==> src/rmcf_pkg.sv <==
`default_nettype none

package rmcf_pkg;

   localparam int SENTENCE_BYTES_DEF = 64;
   localparam int SEARCH_WINDOW_DEF  = 20;
   localparam int SLOTS_DEF          = 8;

   localparam logic [2:0] HEADER_LEN    = 3'd6;
   localparam logic [1:0] STATUS_COMMAS = 2'd2;
   localparam logic [7:0] CHAR_DOLLAR   = 8'h24;
   localparam logic [7:0] CHAR_COMMA    = 8'h2C;
   localparam logic [7:0] STATUS_RESET  = 8'h56;

   typedef enum logic [1:0] {
      MODE_SEARCH,
      MODE_PENDING,
      MODE_CAPTURE
   } mode_type;

   typedef enum logic [2:0] {
      ST_IDLE,
      ST_EVAL,
      ST_DRAIN,
      ST_BYTE,
      ST_FIN
   } state_type;

   typedef struct packed {
      logic       kind;
      logic [7:0] out_byte;
      logic [2:0] slot;
      logic [5:0] byte_index;
      logic       last_of_sentence;
   } result_type;

   function automatic logic [7:0] header_char(input logic [2:0] pos);
      logic [7:0] c;
      case (pos)
         3'd0:    c = 8'h24;
         3'd1:    c = 8'h47;
         3'd2:    c = 8'h50;
         3'd3:    c = 8'h52;
         3'd4:    c = 8'h4D;
         3'd5:    c = 8'h43;
         default: c = 8'h00;
      endcase
      return c;
   endfunction

endpackage

`default_nettype wire

==> src/nmea_rmc_sentence_filter_top.sv <==
// Channel   Direction  Ports                       Content
// req       in         req_tvalid/tready/tdata/... one received byte, tlast = block end
// rsp       out        rsp_tvalid/tready/tdata/... one sentence byte or a not-found mark
// csr       in         csr_wen/csr_wdata           status byte that accepts a sentence
//
// An item passes IDLE, EVAL and FIN when it causes no sentence output, and BYTE as well when
// it carries one byte of a running capture or accepts a sentence; accepting one adds DRAIN:
// the held prefix drains from the prefix memory one byte per cycle, unless rsp stalls, through
// its single read port. Reset clears all control state; the prefix memory needs no clearing.
// A stalled rsp side holds the sequencer; req_tready is high only between items.
`default_nettype none

module nmea_rmc_sentence_filter_top #(
   parameter int SENTENCE_BYTES = rmcf_pkg::SENTENCE_BYTES_DEF,
   parameter int SEARCH_WINDOW  = rmcf_pkg::SEARCH_WINDOW_DEF,
   parameter int SLOTS          = rmcf_pkg::SLOTS_DEF
) (
   input  wire logic        clock,
   input  wire logic        reset,
   input  wire logic        csr_wen,
   input  wire logic [7:0]  csr_wdata,
   input  wire logic        req_tvalid,
   output logic             req_tready,
   input  wire logic [7:0]  req_tdata,   // in_byte[7:0]
   input  wire logic        req_tlast,
   output logic             rsp_tvalid,
   input  wire logic        rsp_tready,
   output logic      [23:0] rsp_tdata,   // out_byte[7:0], slot[10:8], byte_index[16:11], zero
   output logic             rsp_tuser,   // kind
   output logic             rsp_tlast
);

   import rmcf_pkg::*;

   logic       rsp_valid_ff, rsp_valid_in;
   result_type rsp_ff, rsp_in;
   logic       out_free;
   logic       emit_valid;
   result_type emit;

   rmcf_ctrl #(
      .SENTENCE_BYTES (SENTENCE_BYTES),
      .SEARCH_WINDOW  (SEARCH_WINDOW),
      .SLOTS          (SLOTS)
   ) u_ctrl (
      .clock      (clock),
      .reset      (reset),
      .csr_wen    (csr_wen),
      .csr_wdata  (csr_wdata),
      .req_valid  (req_tvalid),
      .req_byte   (req_tdata),
      .req_end    (req_tlast),
      .req_ready  (req_tready),
      .out_free   (out_free),
      .emit_valid (emit_valid),
      .emit       (emit)
   );

   assign out_free = !rsp_valid_ff || rsp_tready;

   always_comb begin
      rsp_valid_in = rsp_valid_ff;
      rsp_in       = rsp_ff;
      if (out_free) begin
         rsp_valid_in = emit_valid;
         rsp_in       = emit;
      end
   end

   always_ff @(posedge clock) begin
      if (reset) begin
         rsp_valid_ff <= 1'b0;
      end else begin
         rsp_valid_ff <= rsp_valid_in;
      end
   end

   always_ff @(posedge clock) begin
      rsp_ff <= rsp_in;
   end

   assign rsp_tvalid = rsp_valid_ff;
   assign rsp_tdata  = {7'd0, rsp_ff.byte_index, rsp_ff.slot, rsp_ff.out_byte};
   assign rsp_tuser  = rsp_ff.kind;
   assign rsp_tlast  = rsp_ff.last_of_sentence;

endmodule

`default_nettype wire

==> src/rmcf_prefix_ram.sv <==
`default_nettype none

module rmcf_prefix_ram #(
   parameter int  DEPTH = 20,
   localparam int AW    = $clog2(DEPTH)
) (
   input  wire logic          clock,
   input  wire logic          wr_en,
   input  wire logic [AW-1:0] wr_addr,
   input  wire logic [7:0]    wr_data,
   input  wire logic          rd_en,
   input  wire logic [AW-1:0] rd_addr,
   output logic      [7:0]    rd_data
);

   logic [7:0] prefix_mem [DEPTH];
   logic [7:0] rd_data_ff;

   always_ff @(posedge clock) begin
      if (wr_en) begin
         prefix_mem[wr_addr] <= wr_data;
      end
      if (rd_en) begin
         rd_data_ff <= prefix_mem[rd_addr];
      end
   end

   assign rd_data = rd_data_ff;

endmodule

`default_nettype wire

==> src/rmcf_ctrl.sv <==
`default_nettype none

module rmcf_ctrl #(
   parameter int SENTENCE_BYTES = rmcf_pkg::SENTENCE_BYTES_DEF,
   parameter int SEARCH_WINDOW  = rmcf_pkg::SEARCH_WINDOW_DEF,
   parameter int SLOTS          = rmcf_pkg::SLOTS_DEF
) (
   input  wire logic                clock,
   input  wire logic                reset,
   input  wire logic                csr_wen,
   input  wire logic [7:0]          csr_wdata,
   input  wire logic                req_valid,
   input  wire logic [7:0]          req_byte,
   input  wire logic                req_end,
   output logic                     req_ready,
   input  wire logic                out_free,
   output logic                     emit_valid,
   output rmcf_pkg::result_type     emit
);

   import rmcf_pkg::*;

   localparam int AW = $clog2(SEARCH_WINDOW);
   localparam int LW = $clog2(SEARCH_WINDOW + 1);
   localparam int CW = $clog2(SENTENCE_BYTES);
   localparam int SW = (SLOTS > 1) ? $clog2(SLOTS) : 1;

   state_type   state_ff, state_in;
   mode_type    mode_ff, mode_in;
   logic [2:0]  hp_ff, hp_in;
   logic [1:0]  comma_ff, comma_in;
   logic [LW-1:0] len_ff, len_in;
   logic [LW-1:0] idx_ff, idx_in;
   logic [CW-1:0] cap_ff, cap_in;
   logic [SW-1:0] slot_ff, slot_in;
   logic        found_ff, found_in;
   logic [7:0]  stat_ff;
   logic [7:0]  byte_ff, byte_in;
   logic        end_ff, end_in;

   logic          wr_en, rd_en;
   logic [AW-1:0] wr_addr, rd_addr;
   logic [7:0]    rd_data;
   logic          do_emit;
   logic [7:0]    emit_byte;
   logic          last_w;
   logic [LW-1:0] idx_nx;
   logic [CW+5:0] cap_ext;
   logic [SW+2:0] slot_ext;

   rmcf_prefix_ram #(
      .DEPTH (SEARCH_WINDOW)
   ) u_prefix_ram (
      .clock   (clock),
      .wr_en   (wr_en),
      .wr_addr (wr_addr),
      .wr_data (byte_ff),
      .rd_en   (rd_en),
      .rd_addr (rd_addr),
      .rd_data (rd_data)
   );

   assign last_w   = (cap_ff == CW'(SENTENCE_BYTES - 1));
   assign idx_nx   = idx_ff + 1'b1;
   assign cap_ext  = {6'd0, cap_ff};
   assign slot_ext = {3'd0, slot_ff};

   always_ff @(posedge clock) begin
      if (reset) begin
         stat_ff <= STATUS_RESET;
      end else if (csr_wen) begin
         stat_ff <= csr_wdata;
      end
   end

   always_ff @(posedge clock) begin
      if (reset) begin
         state_ff <= ST_IDLE;
         mode_ff  <= MODE_SEARCH;
         hp_ff    <= '0;
         comma_ff <= '0;
         len_ff   <= '0;
         idx_ff   <= '0;
         cap_ff   <= '0;
         slot_ff  <= '0;
         found_ff <= 1'b0;
      end else begin
         state_ff <= state_in;
         mode_ff  <= mode_in;
         hp_ff    <= hp_in;
         comma_ff <= comma_in;
         len_ff   <= len_in;
         idx_ff   <= idx_in;
         cap_ff   <= cap_in;
         slot_ff  <= slot_in;
         found_ff <= found_in;
      end
   end

   always_ff @(posedge clock) begin
      byte_ff <= byte_in;
      end_ff  <= end_in;
   end

   always_comb begin
      state_in   = state_ff;
      mode_in    = mode_ff;
      hp_in      = hp_ff;
      comma_in   = comma_ff;
      len_in     = len_ff;
      idx_in     = idx_ff;
      cap_in     = cap_ff;
      slot_in    = slot_ff;
      found_in   = found_ff;
      byte_in    = byte_ff;
      end_in     = end_ff;
      wr_en      = 1'b0;
      wr_addr    = len_ff[AW-1:0];
      rd_en      = 1'b0;
      rd_addr    = '0;
      req_ready  = 1'b0;
      do_emit    = 1'b0;
      emit_byte  = byte_ff;
      emit_valid = 1'b0;
      emit       = '0;

      case (state_ff)
         ST_IDLE: begin
            req_ready = 1'b1;
            if (req_valid) begin
               byte_in  = req_byte;
               end_in   = req_end;
               state_in = ST_EVAL;
            end
         end
         ST_EVAL: begin
            state_in = ST_FIN;
            if (mode_ff == MODE_CAPTURE) begin
               state_in = ST_BYTE;
            end else if (mode_ff == MODE_PENDING) begin
               if (byte_ff == CHAR_DOLLAR) begin
                  wr_en    = 1'b1;
                  wr_addr  = '0;
                  mode_in  = MODE_SEARCH;
                  len_in   = LW'(1);
                  hp_in    = 3'd1;
                  comma_in = '0;
               end else if (comma_ff >= STATUS_COMMAS) begin
                  if (byte_ff == stat_ff) begin
                     found_in = 1'b1;
                     mode_in  = MODE_CAPTURE;
                     cap_in   = '0;
                     idx_in   = '0;
                     rd_en    = 1'b1;
                     rd_addr  = '0;
                     state_in = ST_DRAIN;
                  end else begin
                     mode_in = MODE_SEARCH;
                     hp_in   = '0;
                  end
               end else if (len_ff >= LW'(SEARCH_WINDOW)) begin
                  mode_in = MODE_SEARCH;
                  hp_in   = '0;
               end else begin
                  wr_en  = 1'b1;
                  len_in = len_ff + 1'b1;
                  if (byte_ff == CHAR_COMMA) begin
                     comma_in = comma_ff + 1'b1;
                  end
               end
            end else if (!found_ff) begin
               if (byte_ff == CHAR_DOLLAR) begin
                  wr_en    = 1'b1;
                  wr_addr  = '0;
                  mode_in  = MODE_SEARCH;
                  len_in   = LW'(1);
                  hp_in    = 3'd1;
                  comma_in = '0;
               end else if (hp_ff != 3'd0 && hp_ff < HEADER_LEN
                            && len_ff < LW'(SEARCH_WINDOW)
                            && byte_ff == header_char(hp_ff)) begin
                  wr_en  = 1'b1;
                  len_in = len_ff + 1'b1;
                  if (hp_ff == HEADER_LEN - 3'd1) begin
                     mode_in  = MODE_PENDING;
                     hp_in    = '0;
                     comma_in = '0;
                  end else begin
                     hp_in = hp_ff + 3'd1;
                  end
               end else begin
                  hp_in = '0;
               end
            end
         end
         ST_DRAIN: begin
            if (out_free) begin
               do_emit   = 1'b1;
               emit_byte = rd_data;
               if (last_w) begin
                  state_in = ST_FIN;
               end else if (idx_nx >= len_ff) begin
                  state_in = ST_BYTE;
               end else begin
                  rd_en   = 1'b1;
                  rd_addr = idx_nx[AW-1:0];
                  idx_in  = idx_nx;
               end
            end
         end
         ST_BYTE: begin
            if (out_free) begin
               do_emit  = 1'b1;
               state_in = ST_FIN;
            end
         end
         ST_FIN: begin
            if (end_ff && !found_ff) begin
               if (out_free) begin
                  emit_valid            = 1'b1;
                  emit.kind             = 1'b1;
                  emit.last_of_sentence = 1'b1;
                  state_in              = ST_IDLE;
               end
            end else begin
               if (end_ff) begin
                  found_in = 1'b0;
               end
               state_in = ST_IDLE;
            end
         end
         default: begin
            state_in = ST_IDLE;
         end
      endcase

      if (do_emit) begin
         emit_valid            = 1'b1;
         emit.kind             = 1'b0;
         emit.out_byte         = emit_byte;
         emit.slot             = slot_ext[2:0];
         emit.byte_index       = cap_ext[5:0];
         emit.last_of_sentence = last_w;
         cap_in                = cap_ff + 1'b1;
         if (last_w) begin
            cap_in  = '0;
            mode_in = MODE_SEARCH;
            hp_in   = '0;
            if (slot_ff == SW'(SLOTS - 1)) begin
               slot_in = '0;
            end else begin
               slot_in = slot_ff + 1'b1;
            end
         end
      end
   end

endmodule

`default_nettype wire
==> config.mk <==
export PLATFORM = sky130hd
export DESIGN_NAME = nmea_rmc_sentence_filter_top
export DESIGN_NICKNAME = d
export VERILOG_FILES = /design/src/rmcf_pkg.sv /design/src/nmea_rmc_sentence_filter_top.sv /design/src/rmcf_prefix_ram.sv /design/src/rmcf_ctrl.sv
export SDC_FILE = /design/constraint.sdc
export NUM_CORES = 1
export LEC_CHECK = 0
export BUFFER_PORTS_ARGS = -buffer_cell sky130_fd_sc_hd__buf_2
export CAP_MARGIN = 20
export CORE_MARGIN = 3
export CORE_UTILIZATION = 50
export DETAILED_ROUTE_END_ITERATION = 16
export PLACE_DENSITY = 0.7
export SLEW_MARGIN = 10
export SYNTH_ARGS = -nofsm -noshare
export SYNTH_HDL_FRONTEND = slang
export SYNTH_SLANG_ARGS = --single-unit
==> constraint.sdc <==
create_clock -name clock -period 3.5 [get_ports clock]
set_input_delay 0.525 -clock clock [delete_from_list [all_inputs] [get_ports clock]]
set_output_delay 0.525 -clock clock [all_outputs]
set_load 0.01 [all_outputs]
### Yosys cells after proc, flatten, opt, wreduce, memory -nomap -nowiden

Memory sizes are Yosys's and may differ from the RTL's. A register that Yosys moved wholly into a read port is not among the register bits.
Index checks and enable logic that the tools add are counted.

| cells by class | value |
|---|---|
| $add $sub $neg | 6 |
| order comparisons | 5 |
| eq/ne operators | 37 |
| multiplexer cells | 124 |
| bitwise gates (word level) | 1 |
| reductions and logical operators | 27 |

Operators with widths:

| kind | number |
|---|---|
| 5-bit two-way mux | 24 |
| 3-bit two-way mux | 26 |
| 6-bit two-way mux | 8 |
| 8-bit two-way mux | 6 |
| 2-bit two-way mux | 22 |
| 7-bit case mux with 6 select lines | 1 |
| 1-bit two-way mux | 33 |
| 2-bit inequality test, second input constant | 9 |
| 8-bit by 6-bit equality test with 1-bit output, second input constant | 2 |
| 8-bit equality test | 2 |
| 8-bit AND reduction | 2 |
| 3-bit case mux with 5 select lines | 1 |
| 3-bit by 2-bit equality test with 1-bit output, second input constant | 4 |
| 3-bit equality test, second input constant | 4 |
| 2-bit by 1-bit inequality test with 1-bit output, second input constant | 6 |
| 3-bit inequality test, second input constant | 4 |
| 6-bit AND reduction | 2 |
| 2-bit nonzero test | 6 |
| 5-bit by 1-bit adder with 5-bit output, second input constant | 2 |
| 5-bit case mux with 2 select lines | 1 |
| 9-bit AND reduction | 1 |
| 3-bit nonzero test | 3 |
| 3-bit by 1-bit adder with 3-bit output, second input constant | 2 |
| 6-bit by 1-bit adder with 6-bit output, second input constant | 1 |
| other kinds (20) | 28 |

| word-level totals | value |
|---|---|
| register bits after elaboration | 67 |
| memory bits (writable) | 160 |
| input port bits | 22 |
| output and inout bits | 28 |
| logic and storage cells | 219 |
| memories | 1 |

Memory list:

| memory | words | width | rd ports | clocked after Yosys merged registers in | write ports | RTL line | text |
|---|---|---|---|---|---|---|---|
| u_ctrl.u_prefix_ram.prefix_mem | 20 | 8 | 1 | 1 | 1 | rmcf_prefix_ram.sv:16 | `logic [7:0] prefix_mem [DEPTH];` |

### Longest topological paths before layout

Gate-level depths: netlist (run 1).

| depth | value |
|---|---|
| word-level depth | 17 |
| mapped depth | 13 |

### Cells and area by module

From an unflattened synthesis (run 1), not the netlist that was laid out.

| second synthesis, totals | value |
|---|---|
| cell total of the unflattened synthesis | 685 |
| area total of the unflattened synthesis | 10,121.0 µm² |

Modules (own cells, without submodules):

| module | instances | cells an instance | area each (µm²) | sequential area each (µm²) |
|---|---|---|---|---|
| rmcf_prefix_ram | 1 | 308 | 6,562.5 | 5,044.8 |
| rmcf_ctrl | 1 | 346 | 2,885.3 | 1,031.0 |
| nmea_rmc_sentence_filter_top | 1 | 31 | 673.1 | 590.6 |

### Least setup slack after synthesis (run 1)

Ideal clock, no wire load.

| path | value |
|---|---|
| kind | reg-to-reg |
| start | register u_ctrl.idx_ff[0] |
| end | register u_ctrl.u_prefix_ram.rd_data_ff[1] (netlist: u_ctrl.u_prefix_ram.rd_data[1]), read port of u_ctrl.u_prefix_ram.prefix_mem, data pin |
| library setup time | 0.268 ns |
| arrival time | 3.391 ns |
| data required time | 3.232 ns |
| path slack | -0.158 ns |
| stages on the path, launching flop included | 14 |
| clock period less this slack | 3.658 ns |
| cells stage by stage | dfxtp_1 > ha_1 > xnor2_1 > clkinv_1 > ha_1 > a21o_1 > a31oi_1 > o21a_1 > clkbuf_1 > nand2_1 > clkbuf_1 > mux2_2 > o211ai_1 > nand4b_1 |

| between the ends | value |
|---|---|
| longest elaborated chain between the ends | 6 |
| elaborated cells between the ends (all ways) | 10 |
| those cells by class | add/sub: 1; order compare: 1; mux: 8 |

RTL lines:

| what | RTL line | text |
|---|---|---|
| start, declared | rmcf_ctrl.sv:33 | `logic [LW-1:0] idx_ff, idx_in;` |
| start signal, assigned | rmcf_ctrl.sv:93 | `idx_ff <= idx_in;` |
| 5-bit by 1-bit adder with 5-bit output (*) | rmcf_ctrl.sv:64 | `assign idx_nx = idx_ff + 1'b1;` |
| 5-bit greater-or-equal comparator | rmcf_ctrl.sv:202 | `end else if (idx_nx >= len_ff) begin` |
| 1-bit two-way mux or 5-bit two-way mux (tied branches) | rmcf_ctrl.sv:202 |  |
| 1-bit two-way mux or 5-bit two-way mux (tied branches) | rmcf_ctrl.sv:200 | `if (last_w) begin` |
| 1-bit two-way mux or 5-bit two-way mux (tied branches) | rmcf_ctrl.sv:197 | `if (out_free) begin` |
| 1-bit case mux with 2 select lines or 5-bit two-way mux (tied branches) | n/a |  |
| end, declared | rmcf_prefix_ram.sv:17 | `logic [7:0] rd_data_ff;` |

Every way passes the cells marked *; elsewhere a longest branch is shown, timed or not.
A chain may end at the register's enable or synchronous reset.

### Worst setup path after layout (run 1)

| path | value |
|---|---|
| start | register u_ctrl.idx_ff[1] |
| end | register u_ctrl.u_prefix_ram.rd_data_ff[0] (netlist: u_ctrl.u_prefix_ram.rd_data[0]), read port of u_ctrl.u_prefix_ram.prefix_mem, data pin |

The elaborated chain is that of the path after synthesis.

==> results of run 1 <==
[routing by layer]
layer / track usage / up-vias / part of all wire
met5: 0 / - / 0
met4: 0.07868 / 0 / 0.030
met3: 0.02938 / 56 / 0.065
met2: 0.3494 / 290 / 0.46
met1: 0.3236 / 3539 / 0.45
li1: - / 3333 / -
[worst max-delay path: cells and delay by family, from the launching register on]
kind / cells / cell delay, ps
and+or+nand+nor: 4 / 830
AOI/OAI and AO/OA: 3 / 660
adders and majority gates: 2 / 550
buffers and inverters: 2 / 420
DFF: 1 / 350
xor gates and xnor gates: 1 / 240
[timing repair]
item                       CTS  global route
hold buffers                 0             0
buffers inserted             0             0
resized for setup            0             1
setup endpoints to repair    0            73
[how the worst min path moves through the flow]
| stage | from | end | slack [ps] | depth (start not counted) |
|---|---|---|---|---|
| floorplan | u_ctrl.slot_ff[1]$_SDFFE_PP0P_ | u_ctrl.slot_ff[1]$_SDFFE_PP0P_ | 450 | 2 |
| global placement | u_ctrl.end_ff$_DFFE_PP_ | u_ctrl.found_ff$_SDFFE_PP0P_ | 460 | 1 |
| detailed placement | u_ctrl.slot_ff[1]$_SDFFE_PP0P_ | u_ctrl.slot_ff[1]$_SDFFE_PP0P_ | 470 | 2 |
| CTS | req_tdata[1] | u_ctrl.byte_ff[1]$_DFFE_PP_ | 170 | 1 |
| global route | req_tdata[1] | u_ctrl.byte_ff[1]$_DFFE_PP_ | 170 | 1 |
| finish | req_tdata[0] | u_ctrl.byte_ff[0]$_DFFE_PP_ | 180 | 1 |
[kinds of logic (layout without fill, tap and decap cells)]
group / Yosys count / count (layout) / synth area share
compound gates: 184 / 184 / 0.1199
simple gates: 273 / 273 / 0.1334
buf+inv: 63 / 158 / 0.02695
flops: 235 / 235 / 0.6438
other cells: 1 / 7 / 0.0003621
xor+xnor: 13 / 13 / 0.01100
fa+ha+maj: 13 / 13 / 0.01571
mux: 47 / 47 / 0.04894
[power by group]
group | leakage (nW) | internal, mW | switching, mW | total, mW
combinational | 1.72 | 0.298 | 0.625 | 0.923
clock | 0.379 | 1.53 | 1.04 | 2.57
sequential | 2.14 | 3.29 | 0.0939 | 3.38
total | 4.23 | 5.11 | 1.76 | 6.87
[cells in the final DEF, fill, tap and decap left out, types with 24 or more instances in the layout]
master,count
edfxtp_1,196
nand2_1,64
nor2_1,60
buf_4,50
buf_2,42
nand3_1,41
dfxtp_1,38
o21ai_0,37
a21oi_1,35
mux2_2,29
clkbuf_16,25
a211oi_1,24
[through the flow]
stage / power [mW] / setup slack, ps / instance area, um2 / util
floorplan: 3.972 / 67.10 / 10390 / -
global placement: 4.336 / 287.4 / 11140 / 0.5488
detailed placement: 4.353 / 257.1 / 11140 / 0.5488
CTS: 6.913 / 236.4 / 11940 / 0.5880
global route: 7.129 / 47.52 / 11940 / 0.5880
finish: 6.872 / 298.1 / 11940 / 0.5880
[layout make-up]
cell class,instances,share of cell area
clock inverter,14,0.01226
tap,270,0.02830
inverter,19,0.005975
multi-input combinational,537,0.2882
sequential,235,0.5586
clock buffer,31,0.05430
timing repair buffer,94,0.05241
[sequential cells by signal, summed over array words and instances (netlist names)]
signal	flops
u_ctrl.u_prefix_ram.prefix_mem	160
rsp_tdata	17
u_ctrl.byte_ff	8
u_ctrl.stat_ff	8
u_ctrl.u_prefix_ram.rd_data	8
u_ctrl.cap_ff	6
u_ctrl.idx_ff	5
u_ctrl.len_ff	5
u_ctrl.hp_ff	3
u_ctrl.slot_ff	3
u_ctrl.state_ff	3
u_ctrl.comma_ff	2
u_ctrl.mode_ff	2
rsp_tlast	1
rsp_tuser	1
rsp_tvalid	1
u_ctrl.end_ff	1
u_ctrl.found_ff	1
==> flow_summary.html, run 1 <==
<table>
<tr><th>Metric</th><th>Value</th></tr>
<tr><th colspan="2">Die</th></tr>
<tr><td>Initial Util</td><td>0.5101</td></tr>
<tr><td>I/O pin count</td><td>50</td></tr>
<tr><td>Die Span Y</td><td>149.9 um</td></tr>
<tr><td>Die width</td><td>149.9 um</td></tr>
<tr><td>Full die area</td><td>22470 um2</td></tr>
<tr><td>Std-Cell Core Area</td><td>20300 um2</td></tr>
<tr><td>Number of core rows</td><td>52</td></tr>
<tr><th colspan="2">Timing</th></tr>
<tr><td>Setup TNS</td><td>0 ps</td></tr>
<tr><td>Max_slew headroom</td><td>0.5504</td></tr>
<tr><td>Least-Margin Pin Slew</td><td>674.3 ps</td></tr>
<tr><td>Final count of negative-setup-slack endpoints</td><td>0</td></tr>
<tr><td>Worst Skew</td><td>8.046 ps</td></tr>
<tr><td>Share of the clock period used by the worst path after layout</td><td>0.9148</td></tr>
<tr><td>Final number of max-transition violations</td><td>0</td></tr>
<tr><td>Hold Slack</td><td>184.5 ps</td></tr>
<tr><td>Min cycle time layout</td><td>3202 ps</td></tr>
<tr><td>Max Clk Rate</td><td>312.3 MHz</td></tr>
<tr><td>Final Hold Vio Count</td><td>0</td></tr>
<tr><td>RSZ-0062 raised after global routing</td><td>no</td></tr>
<tr><th colspan="2">Logic synthesis</th></tr>
<tr><td>Library cell with the highest instance count after synthesis</td><td>edfxtp_1</td></tr>
<tr><td>Count of different cell masters after synthesis</td><td>68</td></tr>
<tr><td>Leading post-synthesis cells by cell area</td><td>edfxtp_1 57%, dfxtp_1 7.5%, mux2_2 3.2%</td></tr>
<tr><td>Synth Warn #</td><td>0</td></tr>
<tr><td>Cell Area, Synth</td><td>10350 um2</td></tr>
<tr><td>Share of the synthesized area in the top cell type</td><td>0.5684</td></tr>
<tr><td>Cells after Synth</td><td>829</td></tr>
<tr><td>Largest area contributor in the netlist</td><td>edfxtp_1</td></tr>
<tr><td>Mean cell area of the mapped netlist</td><td>12.49 um2</td></tr>
<tr><td>Top cells by count, synth</td><td>196 x edfxtp_1, 64 x nand2_1, 60 x nor2_1, 41 x nand3_1, 39 x dfxtp_1</td></tr>
<tr><td>Fraction of registers with async set or reset after synthesis</td><td>0</td></tr>
<tr><td>Count of flip-flops with a built-in enable after synthesis</td><td>196</td></tr>
<tr><td>#FFs+latches synth</td><td>235</td></tr>
<tr><td>Most used DFF post-synth</td><td>edfxtp_1</td></tr>
<tr><td>Sequential fraction of the synthesis area</td><td>0.6438</td></tr>
<tr><th colspan="2">CTS</th></tr>
<tr><td>Clock latency at the later pin of the worst-skew pair</td><td>510 ps</td></tr>
<tr><td>Number of buffers inserted during clock tree synthesis</td><td>25</td></tr>
<tr><td>Clock root buffer</td><td>clkbuf_16</td></tr>
<tr><td>Total number of H-tree levels</td><td>1</td></tr>
<tr><td>Number of buffers on the longest clock path</td><td>3</td></tr>
<tr><td>TritonCTS clock tree</td><td>done</td></tr>
<tr><td>CTS sink count</td><td>235</td></tr>
<tr><td>Post-CTS clock slew at the launch and capture registers of the worst setup and hold paths</td><td>60 ps</td></tr>
<tr><th colspan="2">Drt</th></tr>
<tr><td>Routed WL per cell</td><td>20.65 um</td></tr>
<tr><td>Detailed Route WL</td><td>24780 um</td></tr>
<tr><td>Routed Antenna Nets</td><td>0</td></tr>
<tr><td>Remaining DRCs</td><td>0</td></tr>
<tr><td>TritonRoute pass-1 iters</td><td>5</td></tr>
<tr><td>Iteration-0 DRC Markers</td><td>647</td></tr>
<tr><td>Detailed-route via count</td><td>7218</td></tr>
<tr><td>Post-DR vias/cell</td><td>6.015</td></tr>
<tr><th colspan="2">Worst setup path</th></tr>
<tr><td>Reg-to-reg critical path startpoint</td><td>u_ctrl.idx_ff[1]$_SDFFE_PP0P_</td></tr>
<tr><td>Data required, critical path</td><td>3870 ps</td></tr>
<tr><td>Launch point of the worst path</td><td>u_ctrl.idx_ff[1]$_SDFFE_PP0P_</td></tr>
<tr><td>RR Endpoint</td><td>u_ctrl.u_prefix_ram.rd_data[0]$_DFFE_PP_</td></tr>
<tr><td>Cells along the critical path</td><td>ha_1 -&gt; nand3_1 -&gt; xor2_1 -&gt; inv_1 -&gt; ha_1 -&gt; a21oi_1 -&gt; o211a_1 -&gt; buf_4 -&gt; nand3_1 -&gt; nor2_1 -&gt; o211ai_1 -&gt; nand4b_1</td></tr>
<tr><td>Worst-case register-to-register setup slack</td><td>300 ps</td></tr>
<tr><td>Maximum fanout along the worst path</td><td>28</td></tr>
<tr><td>WP data arrival</td><td>3570 ps</td></tr>
<tr><td>Worst setup path class</td><td>reg -&gt; reg</td></tr>
<tr><td>Largest incremental delay on the critical path</td><td>410 ps</td></tr>
<tr><td>Worst path slowest cell</td><td>nor2_1</td></tr>
<tr><td>Worst-case reg-to-reg path depth</td><td>12</td></tr>
<tr><td>Kind of end point of the critical path</td><td>flip-flop</td></tr>
<tr><td>Worst setup path endpoint</td><td>u_ctrl.u_prefix_ram.rd_data[0]$_DFFE_PP_</td></tr>
<tr><td>Critical Path Start Type</td><td>flip-flop</td></tr>
<tr><th colspan="2">Run status</th></tr>
<tr><td>Outcome</td><td>finished, final reports clean</td></tr>
<tr><th colspan="2">Global route</th></tr>
<tr><td>Largest net degree at the start of global routing</td><td>41</td></tr>
<tr><td>Gr ovfl total</td><td>0</td></tr>
<tr><td>Vias in the first global route</td><td>6866</td></tr>
<tr><td>Number of antenna violations at the first check in global routing</td><td>0</td></tr>
<tr><td>Global-route usage over all layers</td><td>0.2235</td></tr>
<tr><td>First-pass GRT wire length</td><td>38790 um</td></tr>
<tr><th colspan="2">Final layout</th></tr>
<tr><td>Area used by multi-input combinational logic</td><td>3440 um2</td></tr>
<tr><td>Filler Cells Inserted</td><td>1638</td></tr>
<tr><td>Syn-to-layout area delta</td><td>15.27%</td></tr>
<tr><td>Number of standard cells in the final layout excluding fillers</td><td>1200</td></tr>
<tr><td>Area taken by flip-flops and latches</td><td>6668 um2</td></tr>
<tr><td>Fraction of final layout cells sized beyond drive strength 1</td><td>0.1860</td></tr>
<tr><td>Number of antenna diodes</td><td>0</td></tr>
<tr><td>Nets</td><td>947</td></tr>
<tr><th colspan="2">Power</th></tr>
<tr><td>Lkg Pwr</td><td>4.234 nW</td></tr>
<tr><td>Peak supply drop</td><td>352.9 uV</td></tr>
<tr><td>Power Dens Cells</td><td>575.7 nW/um2</td></tr>
<tr><th colspan="2">Place</th></tr>
<tr><td>Final Wtd Congestion</td><td>0.9429</td></tr>
<tr><td>DP Wirelength</td><td>16710 um</td></tr>
<tr><td>Input/output buffers</td><td>42</td></tr>
<tr><td>Placed cells</td><td>1155</td></tr>
<tr><th colspan="2">Hold path</th></tr>
<tr><td>Kind of path behind the tightest hold check</td><td>in -&gt; reg</td></tr>
<tr><th colspan="2">Flow run</th></tr>
<tr><td>Count of maximum capacitance violations</td><td>0</td></tr>
</table>
(Power assumes the default switching activity.)
==> run 2: changes to the inputs <==
--- a/config.mk
+++ b/config.mk
@@ -7,6 +7,7 @@
 export LEC_CHECK = 0
 export BUFFER_PORTS_ARGS = -buffer_cell sky130_fd_sc_hd__buf_2
 export CAP_MARGIN = 20
+export CORE_ASPECT_RATIO = 1.2
 export CORE_MARGIN = 3
 export CORE_UTILIZATION = 50
 export DETAILED_ROUTE_END_ITERATION = 16
==> constraint.sdc (replaced) <==
create_clock -name clock -period 3.5 [get_ports clock]
set_input_delay 0.525 -clock clock [delete_from_list [all_inputs] [get_ports clock]]
set_output_delay 0.525 -clock clock [all_outputs]
set_load 0.1 [all_outputs]
==> flow_summary.html, run 2 (synthesized netlist as in run 1, its figures left out) <==
<table>
<tr><th>Metric</th><th>Value</th></tr>
<tr><th colspan="2">Final layout</th></tr>
<tr><td>Highest-count cells in the layout ignoring fill and taps</td><td>196 x edfxtp_1, 64 x nand2_1, 59 x nor2_1</td></tr>
<tr><td>Fraction of final layout cells sized beyond drive strength 1</td><td>0.1935 (+0.007527)</td></tr>
<tr><td>Number of antenna diodes</td><td>0 (unchanged)</td></tr>
<tr><td>Filler Cells Inserted</td><td>1646 (+0.49%)</td></tr>
<tr><td>Most flop-heavy register</td><td>u_ctrl.u_prefix_ram.prefix_mem</td></tr>
<tr><td>Syn-to-layout area delta</td><td>15.87%</td></tr>
<tr><td>Area used by multi-input combinational logic</td><td>3457 um2 (+0.51%)</td></tr>
<tr><td>Most common cell after layout, fill and taps aside</td><td>edfxtp_1</td></tr>
<tr><td>Area taken by flip-flops and latches</td><td>6668 um2 (unchanged)</td></tr>
<tr><td>Number of standard cells in the final layout excluding fillers</td><td>1195 (-0.42%)</td></tr>
<tr><td>Nets</td><td>948 (+0.11%)</td></tr>
<tr><td>Number of flip-flops under the largest register name</td><td>160 (unchanged)</td></tr>
<tr><th colspan="2">Drt</th></tr>
<tr><td>Routed WL per cell</td><td>20.50 um (-0.74%)</td></tr>
<tr><td>Routed Antenna Nets</td><td>0 (unchanged)</td></tr>
<tr><td>TritonRoute pass-1 iters</td><td>5 (unchanged)</td></tr>
<tr><td>Iteration-0 DRC Markers</td><td>825 (+28%)</td></tr>
<tr><td>Detailed-route via count</td><td>7129 (-1.2%)</td></tr>
<tr><td>Post-DR vias/cell</td><td>5.966 (-0.82%)</td></tr>
<tr><td>Remaining DRCs</td><td>0 (unchanged)</td></tr>
<tr><td>Detailed Route WL</td><td>24500 um (-1.2%)</td></tr>
<tr><th colspan="2">Global route</th></tr>
<tr><td>Gr ovfl total</td><td>0 (unchanged)</td></tr>
<tr><td>Met3 Track Usage GR</td><td>0.03204 (+0.002663)</td></tr>
<tr><td>Number of antenna violations at the first check in global routing</td><td>0 (unchanged)</td></tr>
<tr><td>Vias in the first global route</td><td>6786 (-1.2%)</td></tr>
<tr><td>Largest net degree at the start of global routing</td><td>41 (unchanged)</td></tr>
<tr><td>Met2 GRT Util</td><td>0.3748 (+0.02543)</td></tr>
<tr><td>Global-route layer with the greatest usage</td><td>met2</td></tr>
<tr><td>Global-route usage over all layers</td><td>0.2179 (-0.005558)</td></tr>
<tr><td>First-pass GRT wire length</td><td>37480 um (-3.4%)</td></tr>
<tr><td>Met1 demand-to-capacity share in global routing</td><td>0.2850 (-0.03861)</td></tr>
<tr><th colspan="2">Worst setup path</th></tr>
<tr><td>Worst path slowest cell</td><td>a211oi_1</td></tr>
<tr><td>Worst setup path class</td><td>reg -&gt; reg</td></tr>
<tr><td>Data required, critical path</td><td>3870 ps (about the same)</td></tr>
<tr><td>Critical Path Most Common Cell</td><td>buf_4</td></tr>
<tr><td>Cell class contributing the biggest share of worst-path delay</td><td>compound AO/OA/AOI/OAI gates</td></tr>
<tr><td>WP data arrival</td><td>3760 ps (+190 ps)</td></tr>
<tr><td>Kind of end point of the critical path</td><td>flip-flop</td></tr>
<tr><td>Cells along the critical path</td><td>ha_1 -&gt; xnor2_2 -&gt; clkinv_1 -&gt; ha_1 -&gt; a21o_1 -&gt; a31oi_2 -&gt; buf_4 -&gt; o21a_1 -&gt; buf_4 -&gt; nand2_1 -&gt; buf_4 -&gt; buf_4 -&gt; a211oi_1 -&gt; nand4b_1</td></tr>
<tr><td>Maximum fanout along the worst path</td><td>20 (-29%)</td></tr>
<tr><td>Total buffers and inverters traversed by the critical path</td><td>5 (+3)</td></tr>
<tr><td>Largest incremental delay on the critical path</td><td>490 ps (+80 ps)</td></tr>
<tr><td>Critical Path Start Type</td><td>flip-flop</td></tr>
<tr><th colspan="2">Die</th></tr>
<tr><td>Initial Util</td><td>0.5094 (-0.0006594)</td></tr>
<tr><td>Full die area</td><td>22480 um2 (about the same)</td></tr>
<tr><td>I/O pin count</td><td>50 (unchanged)</td></tr>
<tr><td>Number of core rows</td><td>57 (+9.6%)</td></tr>
<tr><td>Std-Cell Core Area</td><td>20330 um2 (+0.13%)</td></tr>
<tr><td>Die Span Y</td><td>163.6 um (+9.2%)</td></tr>
<tr><td>Die width</td><td>137.4 um (-8.4%)</td></tr>
<tr><th colspan="2">Power</th></tr>
<tr><td>Lkg Pwr</td><td>4.274 nW (+0.94%)</td></tr>
<tr><td>Peak supply drop</td><td>629.7 uV (+78%)</td></tr>
<tr><td>Power Dens Cells</td><td>627.1 nW/um2 (+8.9%)</td></tr>
<tr><td>Total design power</td><td>7.524 mW (+9.5%)</td></tr>
<tr><th colspan="2">Timing</th></tr>
<tr><td>Setup TNS</td><td>0 ps (unchanged)</td></tr>
<tr><td>Max_slew headroom</td><td>0.5091 (-0.04139)</td></tr>
<tr><td>Worst Skew</td><td>12.33 ps (+4.281 ps)</td></tr>
<tr><td>Final count of negative-setup-slack endpoints</td><td>0 (unchanged)</td></tr>
<tr><td>Min cycle time layout</td><td>3392 ps (+189.6 ps)</td></tr>
<tr><td>Hold Slack</td><td>193.7 ps (+9.198 ps)</td></tr>
<tr><td>Max Clk Rate</td><td>294.9 MHz (-5.6%)</td></tr>
<tr><td>RSZ-0062 raised after global routing</td><td>no</td></tr>
<tr><td>Final number of max-transition violations</td><td>0 (unchanged)</td></tr>
<tr><td>Share of the clock period used by the worst path after layout</td><td>0.9690 (+0.05417)</td></tr>
<tr><td>Least-Margin Pin Slew</td><td>736.4 ps (+62.09 ps)</td></tr>
<tr><td>Final Hold Vio Count</td><td>0 (unchanged)</td></tr>
<tr><th colspan="2">Hold path</th></tr>
<tr><td>Kind of path behind the tightest hold check</td><td>in -&gt; reg</td></tr>
<tr><th colspan="2">CTS</th></tr>
<tr><td>Total number of H-tree levels</td><td>1 (unchanged)</td></tr>
<tr><td>TritonCTS clock tree</td><td>done</td></tr>
<tr><td>Clock latency at the later pin of the worst-skew pair</td><td>510 ps (about the same)</td></tr>
<tr><td>Number of buffers inserted during clock tree synthesis</td><td>24 (-4.0%)</td></tr>
<tr><td>Number of buffers on the longest clock path</td><td>3 (unchanged)</td></tr>
<tr><td>Clock root buffer</td><td>clkbuf_16</td></tr>
<tr><td># Post-CTS Setup Buffers</td><td>0 (unchanged)</td></tr>
<tr><td>Post-CTS clock slew at the launch and capture registers of the worst setup and hold paths</td><td>60 ps (about the same)</td></tr>
<tr><td>CTS sink count</td><td>235 (unchanged)</td></tr>
<tr><th colspan="2">Run status</th></tr>
<tr><td>Outcome</td><td>finished, final reports clean</td></tr>
<tr><th colspan="2">Place</th></tr>
<tr><td>Input/output buffers</td><td>42 (unchanged)</td></tr>
<tr><td>Placed cells</td><td>1152 (-0.26%)</td></tr>
<tr><td>Final Wtd Congestion</td><td>0.8988 (-4.7%)</td></tr>
<tr><td>DP Wirelength</td><td>16670 um (-0.26%)</td></tr>
<tr><th colspan="2">Flow run</th></tr>
<tr><td>Count of maximum capacitance violations</td><td>0 (unchanged)</td></tr>
</table>
run 2: cell types whose count changed in the layout (fill, tap and decap cells not counted), sizes merged:
cell / delta
clkbuf: -4
buf: +2
bufinv: +2
clkinv: +2
clkinvlp: -2
run 2: power breakdown:
group          leakage [nW]  total, mW  internal [mW]  switching [mW]
Sequential             2.14       3.41           3.29           0.128
Combinational          1.73       1.45          0.299            1.15
Clock                 0.408       2.66           1.66            1.00
run 2: cell type report:
cell class	instances	area share
clock buffers	27	0.05277
clock inverters	16	0.01637
inverters	19	0.005944
multi-input cells	537	0.2881
flip-flops and latches	235	0.5557
well taps	265	0.02764
repair buffers	96	0.05339
run 2: through the flow:
stage,util,worst slack [ps],area [um2]
after floorplan,-,5.857,10390
after global placement,0.5487,217.6,11150
after detailed placement,0.5487,174.2,11150
after CTS,0.5895,147.7,11980
after global routing,0.5903,19.49,12000
final,0.5903,108.5,12000
run 2: routing by layer:
metal / vias up / wire, um
li1: 3336 / -
met1: 3436 / 9796
met2: 315 / 12260
met3: 42 / 1780
met4: 0 / 658
met5: - / 0
run 2: final timing paths:
path,from,to,slack (ps),cells past startpoint
max,u_ctrl.idx_ff[0]$_SDFFE_PP0P_,u_ctrl.u_prefix_ram.rd_data[2]$_DFFE_PP_,110,14
min,req_tdata[0],u_ctrl.byte_ff[0]$_DFFE_PP_,190,1
max reg2reg,u_ctrl.idx_ff[0]$_SDFFE_PP0P_,u_ctrl.u_prefix_ram.rd_data[2]$_DFFE_PP_,110,14
min reg2reg,u_ctrl.slot_ff[2]$_SDFFE_PP0P_,u_ctrl.slot_ff[2]$_SDFFE_PP0P_,470,2
run 2: what timing repair did:
| item | CTS | global route |
|---|---|---|
| endpoints found under the setup margin | 0 | 11 |
| gates resized for setup | 0 | 4 |
| hold buffers | 0 | 0 |
